[config.mk]
export PLATFORM = sky130hd
export DESIGN_NAME = weighted_least_connection_select_core_flat
export DESIGN_NICKNAME = d
export VERILOG_FILES = /design/src/wlcs_pkg.sv /design/src/wlcs_if.sv /design/src/wlcs_ctrl.sv /design/src/wlcs_datapath.sv /design/src/weighted_least_connection_select_core.sv /design/src/flat_wrapper.sv
export VERILOG_INCLUDE_DIRS = /design/src /design/src/src
export SDC_FILE = /design/constraint.sdc
export NUM_CORES = 2
export LEC_CHECK = 0
export BUFFER_PORTS_ARGS = -buffer_cell sky130_fd_sc_hd__buf_4
export CAP_MARGIN = 20
export CORE_MARGIN = 2
export CORE_UTILIZATION = 54
export DETAILED_ROUTE_END_ITERATION = 8
export MAX_ROUTING_LAYER = met4
export PLACE_DENSITY = 0.82
export SLEW_MARGIN = 40
export SYNTH_ARGS = -nofsm -noshare
export SYNTH_HDL_FRONTEND = slang
export SYNTH_SLANG_ARGS = --single-unit
[constraint.sdc]
create_clock -name clk -period 10.8 [get_ports clk]
set_input_delay 0.54 -clock clk [delete_from_list [all_inputs] [get_ports clk]]
set_output_delay 0.54 -clock clk [all_outputs]
set_load 0.03 [all_outputs]
[src/weighted_least_connection_select_core_defines.svh]
// Assertion macros for the weighted least-connection selector.
// Used by the top level; expects clk and arst_n in scope.
`ifndef WEIGHTED_LEAST_CONNECTION_SELECT_CORE_DEFINES_SVH
`define WEIGHTED_LEAST_CONNECTION_SELECT_CORE_DEFINES_SVH

`ifndef SYNTHESIS
// Property that must hold on every clock edge outside reset
`define WLCS_ASSERT(label, prop) \
	label: assert property (@(posedge clk) disable iff (!arst_n) (prop)) \
		else $error("wlcs assertion failed");
// Trigger in one cycle implies consequence in the next
`define WLCS_ASSERT_NEXT(label, trig, cons) \
	label: assert property (@(posedge clk) disable iff (!arst_n) (trig) |=> (cons)) \
		else $error("wlcs assertion failed");
`else
`define WLCS_ASSERT(label, prop)
`define WLCS_ASSERT_NEXT(label, trig, cons)
`endif

`endif

[src/wlcs_pkg.sv]
// Shared types and constants for the weighted least-connection selector.
// No dependencies.
`timescale 1ns / 1ps

package wlcs_pkg;

	localparam int DEFAULT_MAX_ENTRIES = 64;

	// Field widths
	localparam int INDEX_W  = 6;
	localparam int WEIGHT_W = 16;
	localparam int COUNT_W  = 16;
	localparam int DCOUNT_W = 7;
	localparam int LOAD_W   = 25;
	localparam int LOAD_SHIFT = 8;
	localparam int PROD_W   = LOAD_W + WEIGHT_W;
	localparam int WORD_W   = WEIGHT_W + LOAD_W;

	// Request commands
	localparam logic CMD_UPDATE   = 1'b0;
	localparam logic CMD_SCHEDULE = 1'b1;

	// Controller to datapath commands
	typedef struct packed {
		logic wr_en;        // table write this cycle
		logic wr_clear;     // write zeros (reset sweep)
		logic rd_en;        // table read this cycle
		logic scan_start;   // drop current best before a scan
		logic load_result;  // capture best into the result register
	} ctrl_cmd_t;

endpackage

[src/wlcs_if.sv]
// Request and result channel interfaces (valid/ready) for the selector.
// Depends on wlcs_pkg.
`timescale 1ns / 1ps

interface wlcs_req_if
	import wlcs_pkg::*;
();
	logic                valid;
	logic                ready;
	logic                command;
	logic [INDEX_W-1:0]  entry_index;
	logic [WEIGHT_W-1:0] weight;
	logic [COUNT_W-1:0]  active_count;
	logic [COUNT_W-1:0]  inactive_count;

	modport source (output valid, command, entry_index, weight, active_count,
		inactive_count, input ready);
	modport sink (input valid, command, entry_index, weight, active_count,
		inactive_count, output ready);
endinterface

interface wlcs_res_if
	import wlcs_pkg::*;
();
	logic               valid;
	logic               ready;
	logic               found;
	logic [INDEX_W-1:0] chosen_index;
	logic [LOAD_W-1:0]  chosen_load;

	modport source (output valid, found, chosen_index, chosen_load, input ready);
	modport sink (input valid, found, chosen_index, chosen_load, output ready);
endinterface

[src/wlcs_ctrl.sv]
// Controller: reset clear sweep, request handshake, scan sequencing, result valid.
// Depends on wlcs_pkg.
`timescale 1ns / 1ps

module wlcs_ctrl
	import wlcs_pkg::*;
#(
	parameter int MAX_ENTRIES = DEFAULT_MAX_ENTRIES,
	localparam int IDX_W = $clog2(MAX_ENTRIES),
	localparam int CNT_W = $clog2(MAX_ENTRIES + 1)
) (
	input  logic                clk,
	input  logic                arst_n,
	input  logic                req_valid,
	output logic                req_ready,
	input  logic                req_command,
	input  logic [INDEX_W-1:0]  req_entry_index,
	output logic                res_valid,
	input  logic                res_ready,
	input  logic                cfg_wr_en,
	input  logic [DCOUNT_W-1:0] cfg_wr_data,
	output ctrl_cmd_t           cmd,
	output logic [IDX_W-1:0]    wr_addr,
	output logic [IDX_W-1:0]    rd_addr
);

	typedef enum logic [1:0] {
		ST_CLEAR,
		ST_IDLE,
		ST_SCAN,
		ST_FINISH
	} state_t;

	state_t              state_q;
	logic [CNT_W-1:0]    cnt_q;
	logic [CNT_W-1:0]    n_q;
	logic [DCOUNT_W-1:0] dest_count_q;
	logic                out_valid_q;

	logic             accept;
	logic             idx_ok;
	logic             slot_free;
	logic             scan_done;
	logic             clear_last;
	logic [CNT_W-1:0] n_clamped;

	// Decode
	assign req_ready  = (state_q == ST_IDLE);
	assign accept     = req_valid && req_ready;
	assign idx_ok     = (32'(req_entry_index) < MAX_ENTRIES);
	assign slot_free  = !out_valid_q || res_ready;
	assign scan_done  = (cnt_q == n_q);
	assign clear_last = (cnt_q[IDX_W-1:0] == IDX_W'(MAX_ENTRIES - 1));
	assign n_clamped  = (32'(dest_count_q) > MAX_ENTRIES) ?
		CNT_W'(MAX_ENTRIES) : CNT_W'(dest_count_q);
	assign res_valid  = out_valid_q;

	// Datapath commands
	always_comb begin
		cmd             = '0;
		cmd.wr_clear    = (state_q == ST_CLEAR);
		cmd.wr_en       = (state_q == ST_CLEAR) ||
			(accept && req_command == CMD_UPDATE && idx_ok);
		cmd.rd_en       = (state_q == ST_SCAN) && !scan_done;
		cmd.scan_start  = accept && req_command == CMD_SCHEDULE;
		cmd.load_result = (state_q == ST_FINISH) && slot_free;
		wr_addr = (state_q == ST_CLEAR) ? cnt_q[IDX_W-1:0] : IDX_W'(req_entry_index);
		rd_addr = cnt_q[IDX_W-1:0];
	end

	// State, counters, config and result valid
	always_ff @(posedge clk or negedge arst_n) begin
		if (!arst_n) begin
			state_q      <= ST_CLEAR;
			cnt_q        <= '0;
			n_q          <= '0;
			dest_count_q <= '0;
			out_valid_q  <= 1'b0;
		end else begin
			if (cfg_wr_en) begin
				dest_count_q <= cfg_wr_data;
			end
			if (cmd.load_result) begin
				out_valid_q <= 1'b1;
			end else if (res_ready) begin
				out_valid_q <= 1'b0;
			end
			unique case (state_q)
				ST_CLEAR: begin
					cnt_q <= cnt_q + CNT_W'(1);
					if (clear_last) begin
						state_q <= ST_IDLE;
					end
				end
				ST_IDLE: begin
					if (cmd.scan_start) begin
						cnt_q   <= '0;
						n_q     <= n_clamped;
						state_q <= ST_SCAN;
					end
				end
				ST_SCAN: begin
					if (scan_done) begin
						state_q <= ST_FINISH;
					end else begin
						cnt_q <= cnt_q + CNT_W'(1);
					end
				end
				ST_FINISH: begin
					if (slot_free) begin
						state_q <= ST_IDLE;
					end
				end
				default: state_q <= ST_IDLE;
			endcase
		end
	end

endmodule

[src/wlcs_datapath.sv]
// Datapath: entry table memory, registered read, weighted-load compare, result register.
// Depends on wlcs_pkg.
`timescale 1ns / 1ps

module wlcs_datapath
	import wlcs_pkg::*;
#(
	parameter int MAX_ENTRIES = DEFAULT_MAX_ENTRIES,
	localparam int IDX_W = $clog2(MAX_ENTRIES)
) (
	input  logic                clk,
	input  logic                arst_n,
	input  ctrl_cmd_t           cmd,
	input  logic [IDX_W-1:0]    wr_addr,
	input  logic [IDX_W-1:0]    rd_addr,
	input  logic [WEIGHT_W-1:0] weight,
	input  logic [COUNT_W-1:0]  active_count,
	input  logic [COUNT_W-1:0]  inactive_count,
	output logic                found,
	output logic [INDEX_W-1:0]  chosen_index,
	output logic [LOAD_W-1:0]   chosen_load
);

	// Each word holds {weight, load}; load is precomputed on update
	logic [WORD_W-1:0] mem_q [MAX_ENTRIES];

	logic [WORD_W-1:0]   rd_data_s1;
	logic [IDX_W-1:0]    rd_idx_s1;
	logic                rd_valid_s1;

	logic                have_q;
	logic [IDX_W-1:0]    best_idx_q;
	logic [LOAD_W-1:0]   best_load_q;
	logic [WEIGHT_W-1:0] best_w_q;

	logic                res_found_q;
	logic [INDEX_W-1:0]  res_index_q;
	logic [LOAD_W-1:0]   res_load_q;

	logic [LOAD_W-1:0]   new_load;
	logic [WORD_W-1:0]   wr_word;
	logic [WEIGHT_W-1:0] w_s1;
	logic [LOAD_W-1:0]   ld_s1;
	logic [PROD_W-1:0]   prod_cur;
	logic [PROD_W-1:0]   prod_new;
	logic                take;

	// Load of the entry being written
	assign new_load = (LOAD_W'(active_count) << LOAD_SHIFT) + LOAD_W'(inactive_count);
	assign wr_word  = cmd.wr_clear ? '0 : {weight, new_load};

	// Table write port and registered read port
	always_ff @(posedge clk) begin
		if (cmd.wr_en) begin
			mem_q[wr_addr] <= wr_word;
		end
		if (cmd.rd_en) begin
			rd_data_s1 <= mem_q[rd_addr];
			rd_idx_s1  <= rd_addr;
		end
	end

	always_ff @(posedge clk or negedge arst_n) begin
		if (!arst_n) begin
			rd_valid_s1 <= 1'b0;
		end else begin
			rd_valid_s1 <= cmd.rd_en;
		end
	end

	// Cross-multiplied compare: strict, so ties keep the earlier entry
	assign w_s1     = rd_data_s1[LOAD_W +: WEIGHT_W];
	assign ld_s1    = rd_data_s1[LOAD_W-1:0];
	assign prod_cur = PROD_W'(best_load_q) * PROD_W'(w_s1);
	assign prod_new = PROD_W'(ld_s1) * PROD_W'(best_w_q);
	assign take     = rd_valid_s1 && (w_s1 != '0) && (!have_q || prod_cur > prod_new);

	// Running best
	always_ff @(posedge clk or negedge arst_n) begin
		if (!arst_n) begin
			have_q <= 1'b0;
		end else if (cmd.scan_start) begin
			have_q <= 1'b0;
		end else if (take) begin
			have_q <= 1'b1;
		end
	end

	always_ff @(posedge clk) begin
		if (take) begin
			best_idx_q  <= rd_idx_s1;
			best_load_q <= ld_s1;
			best_w_q    <= w_s1;
		end
	end

	// Result register
	always_ff @(posedge clk) begin
		if (cmd.load_result) begin
			res_found_q <= have_q;
			res_index_q <= have_q ? INDEX_W'(best_idx_q) : '0;
			res_load_q  <= have_q ? best_load_q : '0;
		end
	end

	assign found        = res_found_q;
	assign chosen_index = res_index_q;
	assign chosen_load  = res_load_q;

endmodule

[src/weighted_least_connection_select_core.sv]
// Weighted least-connection selector, top level.
// Update request: written on accept, no result. Schedule request: scans entries 0..n-1,
// n = min(dest_count, MAX_ENTRIES), and loads the result once the output slot is free;
// requests held off meanwhile. Scan: one table entry per cycle via the single read port.
// Reset: a clear sweep writes zeros to all MAX_ENTRIES entries, one per cycle, with
// requests held off; configuration writes are taken throughout. dest_count resets to 0.
`timescale 1ns / 1ps
`include "weighted_least_connection_select_core_defines.svh"

module weighted_least_connection_select_core
	import wlcs_pkg::*;
#(
	parameter int MAX_ENTRIES = DEFAULT_MAX_ENTRIES
) (
	input  logic                clk,
	input  logic                arst_n,
	wlcs_req_if.sink            req,
	wlcs_res_if.source          res,
	input  logic                cfg_wr_en,
	input  logic [DCOUNT_W-1:0] cfg_wr_data
);

	localparam int IDX_W = $clog2(MAX_ENTRIES);

	ctrl_cmd_t        cmd;
	logic [IDX_W-1:0] wr_addr;
	logic [IDX_W-1:0] rd_addr;

	// Controller
	wlcs_ctrl #(
		.MAX_ENTRIES(MAX_ENTRIES)
	) u_ctrl (
		.clk            (clk),
		.arst_n         (arst_n),
		.req_valid      (req.valid),
		.req_ready      (req.ready),
		.req_command    (req.command),
		.req_entry_index(req.entry_index),
		.res_valid      (res.valid),
		.res_ready      (res.ready),
		.cfg_wr_en      (cfg_wr_en),
		.cfg_wr_data    (cfg_wr_data),
		.cmd            (cmd),
		.wr_addr        (wr_addr),
		.rd_addr        (rd_addr)
	);

	// Datapath
	wlcs_datapath #(
		.MAX_ENTRIES(MAX_ENTRIES)
	) u_datapath (
		.clk           (clk),
		.arst_n        (arst_n),
		.cmd           (cmd),
		.wr_addr       (wr_addr),
		.rd_addr       (rd_addr),
		.weight        (req.weight),
		.active_count  (req.active_count),
		.inactive_count(req.inactive_count),
		.found         (res.found),
		.chosen_index  (res.chosen_index),
		.chosen_load   (res.chosen_load)
	);

	// Checks
	`WLCS_ASSERT(a_no_rd_wr_overlap, !(cmd.wr_en && cmd.rd_en))
	`WLCS_ASSERT(a_no_accept_in_scan, !(req.ready && cmd.rd_en))
	`WLCS_ASSERT(a_none_found_zero, !res.valid || res.found || !(|{res.chosen_index, res.chosen_load}))
	`WLCS_ASSERT_NEXT(a_result_after_load, cmd.load_result, res.valid)

endmodule
[src/flat_wrapper.sv]
// flat-port wrapper written by rule: the top's interface ports become plain ports
module weighted_least_connection_select_core_flat import wlcs_pkg::*;
#(
	parameter int MAX_ENTRIES = DEFAULT_MAX_ENTRIES
)
  (clk, arst_n, cfg_wr_en, cfg_wr_data, req_valid, req_command, req_entry_index, req_weight, req_active_count, req_inactive_count, req_ready, res_valid, res_found, res_chosen_index, res_chosen_load, res_ready);
  wlcs_req_if req_i ();
  wlcs_res_if res_i ();
  input  logic clk;
  input  logic arst_n;
  input  logic cfg_wr_en;
  input  logic [DCOUNT_W-1:0] cfg_wr_data;
  input wire logic [$bits(req_i.valid)-1:0] req_valid;
  input wire logic [$bits(req_i.command)-1:0] req_command;
  input wire logic [$bits(req_i.entry_index)-1:0] req_entry_index;
  input wire logic [$bits(req_i.weight)-1:0] req_weight;
  input wire logic [$bits(req_i.active_count)-1:0] req_active_count;
  input wire logic [$bits(req_i.inactive_count)-1:0] req_inactive_count;
  output wire logic [$bits(req_i.ready)-1:0] req_ready;
  output wire logic [$bits(res_i.valid)-1:0] res_valid;
  output wire logic [$bits(res_i.found)-1:0] res_found;
  output wire logic [$bits(res_i.chosen_index)-1:0] res_chosen_index;
  output wire logic [$bits(res_i.chosen_load)-1:0] res_chosen_load;
  input wire logic [$bits(res_i.ready)-1:0] res_ready;
  assign req_i.valid = req_valid;
  assign req_i.command = req_command;
  assign req_i.entry_index = req_entry_index;
  assign req_i.weight = req_weight;
  assign req_i.active_count = req_active_count;
  assign req_i.inactive_count = req_inactive_count;
  assign req_ready = req_i.ready;
  assign res_valid = res_i.valid;
  assign res_found = res_i.found;
  assign res_chosen_index = res_i.chosen_index;
  assign res_chosen_load = res_i.chosen_load;
  assign res_i.ready = res_ready;
  weighted_least_connection_select_core #(.MAX_ENTRIES(MAX_ENTRIES)) u_core (.clk(clk), .arst_n(arst_n), .req(req_i), .res(res_i), .cfg_wr_en(cfg_wr_en), .cfg_wr_data(cfg_wr_data));
endmodule
==> results.md <==
- Sum Neg Setup Slack: 0 ns
- Period Utilization, post-route: 0.884
- Mean instance size in the synthesized netlist: 16.8 um^2
- Floorplan die height: 500 um
- Wire length of the first global-routing pass: 567 mm
- Count of port buffers added during placement: 100
- Post-layout net count: 9151
- Number of library cell types mapped by synthesis: 73
- Number of cells upsized or downsized after cts: 0
- Count of endpoints failing setup in the final report: 0
- Status: finished, final reports clean
- Buffer levels on the longest clock path: 4
- Share of the yosys chip area belonging to registers: 0.626
- Simple-gate portion of the synthesized area: 0.0552
- Number of global-route vias before repair: approximately 80000
- Clock latency at the later pin of the worst-skew pair: 0.96 ns
- DIE WIDTH: between 500 and 600 um
- Maximum level of the CTS H-tree: 5
- Proportion of synthesized area in mux cells: 0.124
- Most common cell after layout, fill and taps aside: sky130_fd_sc_hd__edfxtp_1
- Relative slew slack: 0.335
- Full die area: 250000 um^2
- Number of instances in the synthesized netlist: 7913
- Count of pins over their slew limit: 0
- Share of cells above drive strength 1: 0.192
- FILL cells: 16300
- Maximum number of pins on one net before global-route repair: 130
- Share of synthesized cell area in full adder, half adder and majority cells: 0.123
- Fraction of synthesis flops using an asynchronous set or reset pin: 0.00937
- Setup crit start kind: flop
- Post-Route Skew: 0.0983 ns
- WL per Instance: around 34 um
- Mapped cell area: 133000 um^2
- Fraction of synthesized cell area in xor and xnor cells: 0.00625
- Floorplan Core Area: 245000 um^2
- Number of standard-cell rows in the floorplan: 182
- Maximum achievable frequency: ~100 MHz
- Initial Utilization: 0.542
- Post-CTS setup buffer count: 0
- Warnings from Yosys: 0
- Antenna viol nets, final: 0
- RSZ-0062 raised after global routing: no
- Clock transition at the registers of the reported paths: around 0.06 ns
- Class of the most critical hold timing path: input pin to async pin
- Clock root cell: sky130_fd_sc_hd__clkbuf_16
- Endpoint required time on the critical path: 11.31 ns
- Critical path class: flop to flop
- Main combinational cell family by area after synthesis: multiplexers
- Element type at the critical path end: flop
- Arr. time, crit path: between 10 and 15 ns
- Number of flip-flops and latches in the synthesized netlist: ~2800
- Most frequent cells in the layout: sky130_fd_sc_hd__edfxtp_1 (2750), sky130_fd_sc_hd__nand2_1 (832), sky130_fd_sc_hd__inv_1 (723)
- Ports: 101
- Initial drt markers: 13300
- Number of nets produced by synthesis: 8902
- CP max stage cell: sky130_fd_sc_hd__edfxtp_1
- Compound-gate portion of the synthesized area: 0.0323
- Placer's final routability congestion estimate: between 0.9 and 1
- Antenna violations before repair: 22
- Detailed placer's ending HPWL: 210 mm
- Layout-stage area growth over the synthesis result: 11.9%
- Cts bufs inserted: a little under 300
- CTS tree: yes
- Detail-routed via count per cell: roughly 6.8
- Peak fanout along the critical path: 47
- Slew at the pin with the worst max-slew slack: 0.991 ns
- Shortest clock period the worst path allows after layout: 9.55 ns
- Hold-fix buffers, CTS: 16
- GRT Overall Usage: 0.323
- Overall overflow remaining after global route: 0
- Maximum capacitance violations: 0
- Seq. cell area: between 80000 and 90000 um^2
- Drc violations: 0
- CP dominant cell by count: sky130_fd_sc_hd__fa_1
- DRT Pass-1 Iters: 9
- Post-synth EDFFs: 2750
- Area occupied by multi-input gates: 46200 um^2
- Number of hold violations in the final report: 0
- Slowest Stage Delay on Critical Path: roughly 0.96 ns
- Sum of routed wire length over all layers: 396 mm
- Most used DFF post-synth: sky130_fd_sc_hd__edfxtp_1
- Overall via count from detail_route: 79000
- Sinks on the clock net: 2776
-- cells in the mapped netlist, drive strengths merged (11+ instances only) --
library cell,instances,share of area
nor2b,109,0.0051
a2111oi,18,0.0019
ha,281,0.026
o31ai,20,0.0011
dfrtp,26,0.0049
clkbuf,281,0.0079
a22oi,19,0.0011
mux4,699,0.12
mux2i,65,0.0049
a21oi,157,0.0059
o21bai,12,0.00068
buf,132,0.0053
edfxtp,2750,0.62
o21a,16,0.00090
nand4,33,0.0016
o22ai,11,0.00052
o221ai,31,0.0020
nand2b,13,0.00061
a21o,62,0.0035
xor2,39,0.0026
fa,641,0.096
a211oi,93,0.0052
nand2,833,0.024
nand3,23,0.00087
nor3,13,0.00049
inv,726,0.020
a31oi,60,0.0028
o21ai,83,0.0032
nor2,164,0.0046
and2,345,0.016
xnor2,56,0.0037
-- final timing paths --
path                                                        from                           endpoint  slack, ns  cells after the start
min in group clk                                   req_weight[8]    u_core.u_datapath.mem_q[35][33]       0.16                      3
worst min register to register    u_core.u_datapath.rd_idx_s1[0]    u_core.u_datapath.best_idx_q[0]       0.42                      0
worst max register to register  u_core.u_datapath.rd_data_s1[27]  u_core.u_datapath.best_load_q[21]       1.25                     29
worst min-delay path                                      arst_n            u_core.u_ctrl.res_valid       0.13                      2
max in group asynchronous                                 arst_n      u_core.u_ctrl.dest_count_q[1]      10.21                      2
worst max-delay path            u_core.u_datapath.rd_data_s1[27]  u_core.u_datapath.best_load_q[21]       1.25                     29
-- kinds of logic (layout without fill, tap and decap cells) --
kind of cell             count (synthesis)  count (layout)
flip-flops                            2776            2776
buffers and inverters                 1140            1588
other                                    0              22
multiplexers                           773             773
AND/OR/NAND/NOR                       1576            1576
XOR/XNOR                                95              95
adder cells (fa/ha/maj)                922             922
AO/OA/AOI/OAI                          631             631
-- stage by stage --
stage	worst slack, ns	hold slack (ns)	area (um^2)	utilization	std cells
after global routing	0.793	0.137	149000	0.606	11600
after global placement	1.59	0.401	138000	0.564	11000
after CTS	1.36	0.108	148000	0.604	11600
after floorplan	1.35	0.244	133000	-	7913
final	1.25	0.127	149000	0.606	11600
after detailed placement	1.46	0.405	139000	0.567	11100
-- metal layers --
| layer | vias up | share of wire | GRT usage |
|---|---|---|---|
| met2 | 7399 | 0.48 | 0.502 |
| met3 | 1714 | 0.13 | 0.0804 |
| met4 | 0 | 0.065 | 0.178 |
| met5 | - | 0 | - |
| met1 | 40100 | 0.33 | 0.392 |
| li1 | 29900 | - | - |
-- state kept, by name, summed over array words and instances (netlist names), 7 cells and up --
name / cells
u_core.u_ctrl.cnt_q: 7
u_core.u_datapath.chosen_load: 25
u_core.u_datapath.rd_data_s1: 41
u_core.u_ctrl.n_q: 7
u_core.u_ctrl.dest_count_q: 7
u_core.u_datapath.best_load_q: 25
u_core.u_datapath.mem_q: 2624
u_core.u_datapath.best_w_q: 16
-- cell type report --
cell class | count | area share
sequential | 2776 | 0.559
multi-input combinational | 3997 | 0.311
clock buffer | 357 | 0.0515
tap | 3220 | 0.0271
timing repair buffer | 370 | 0.0243
inverter | 727 | 0.0184
clock inverter | 134 | 0.00820
antenna | 22 | 0.000370
-- critical path, delay by kind of cell, from the launching register on --
kind	cells	cell delay [ns]
adders and majority gates	8	3.80
buffers and inverters	5	1.03
AOI/OAI and AO/OA	9	1.80
and+or+nand+nor	6	1.47
DFF	1	0.96
xor gates and xnor gates	1	0.10
Power is left out: the tool's default activity adds up to more than one toggle a clock period on the data nets, which glitch-free logic cannot reach.
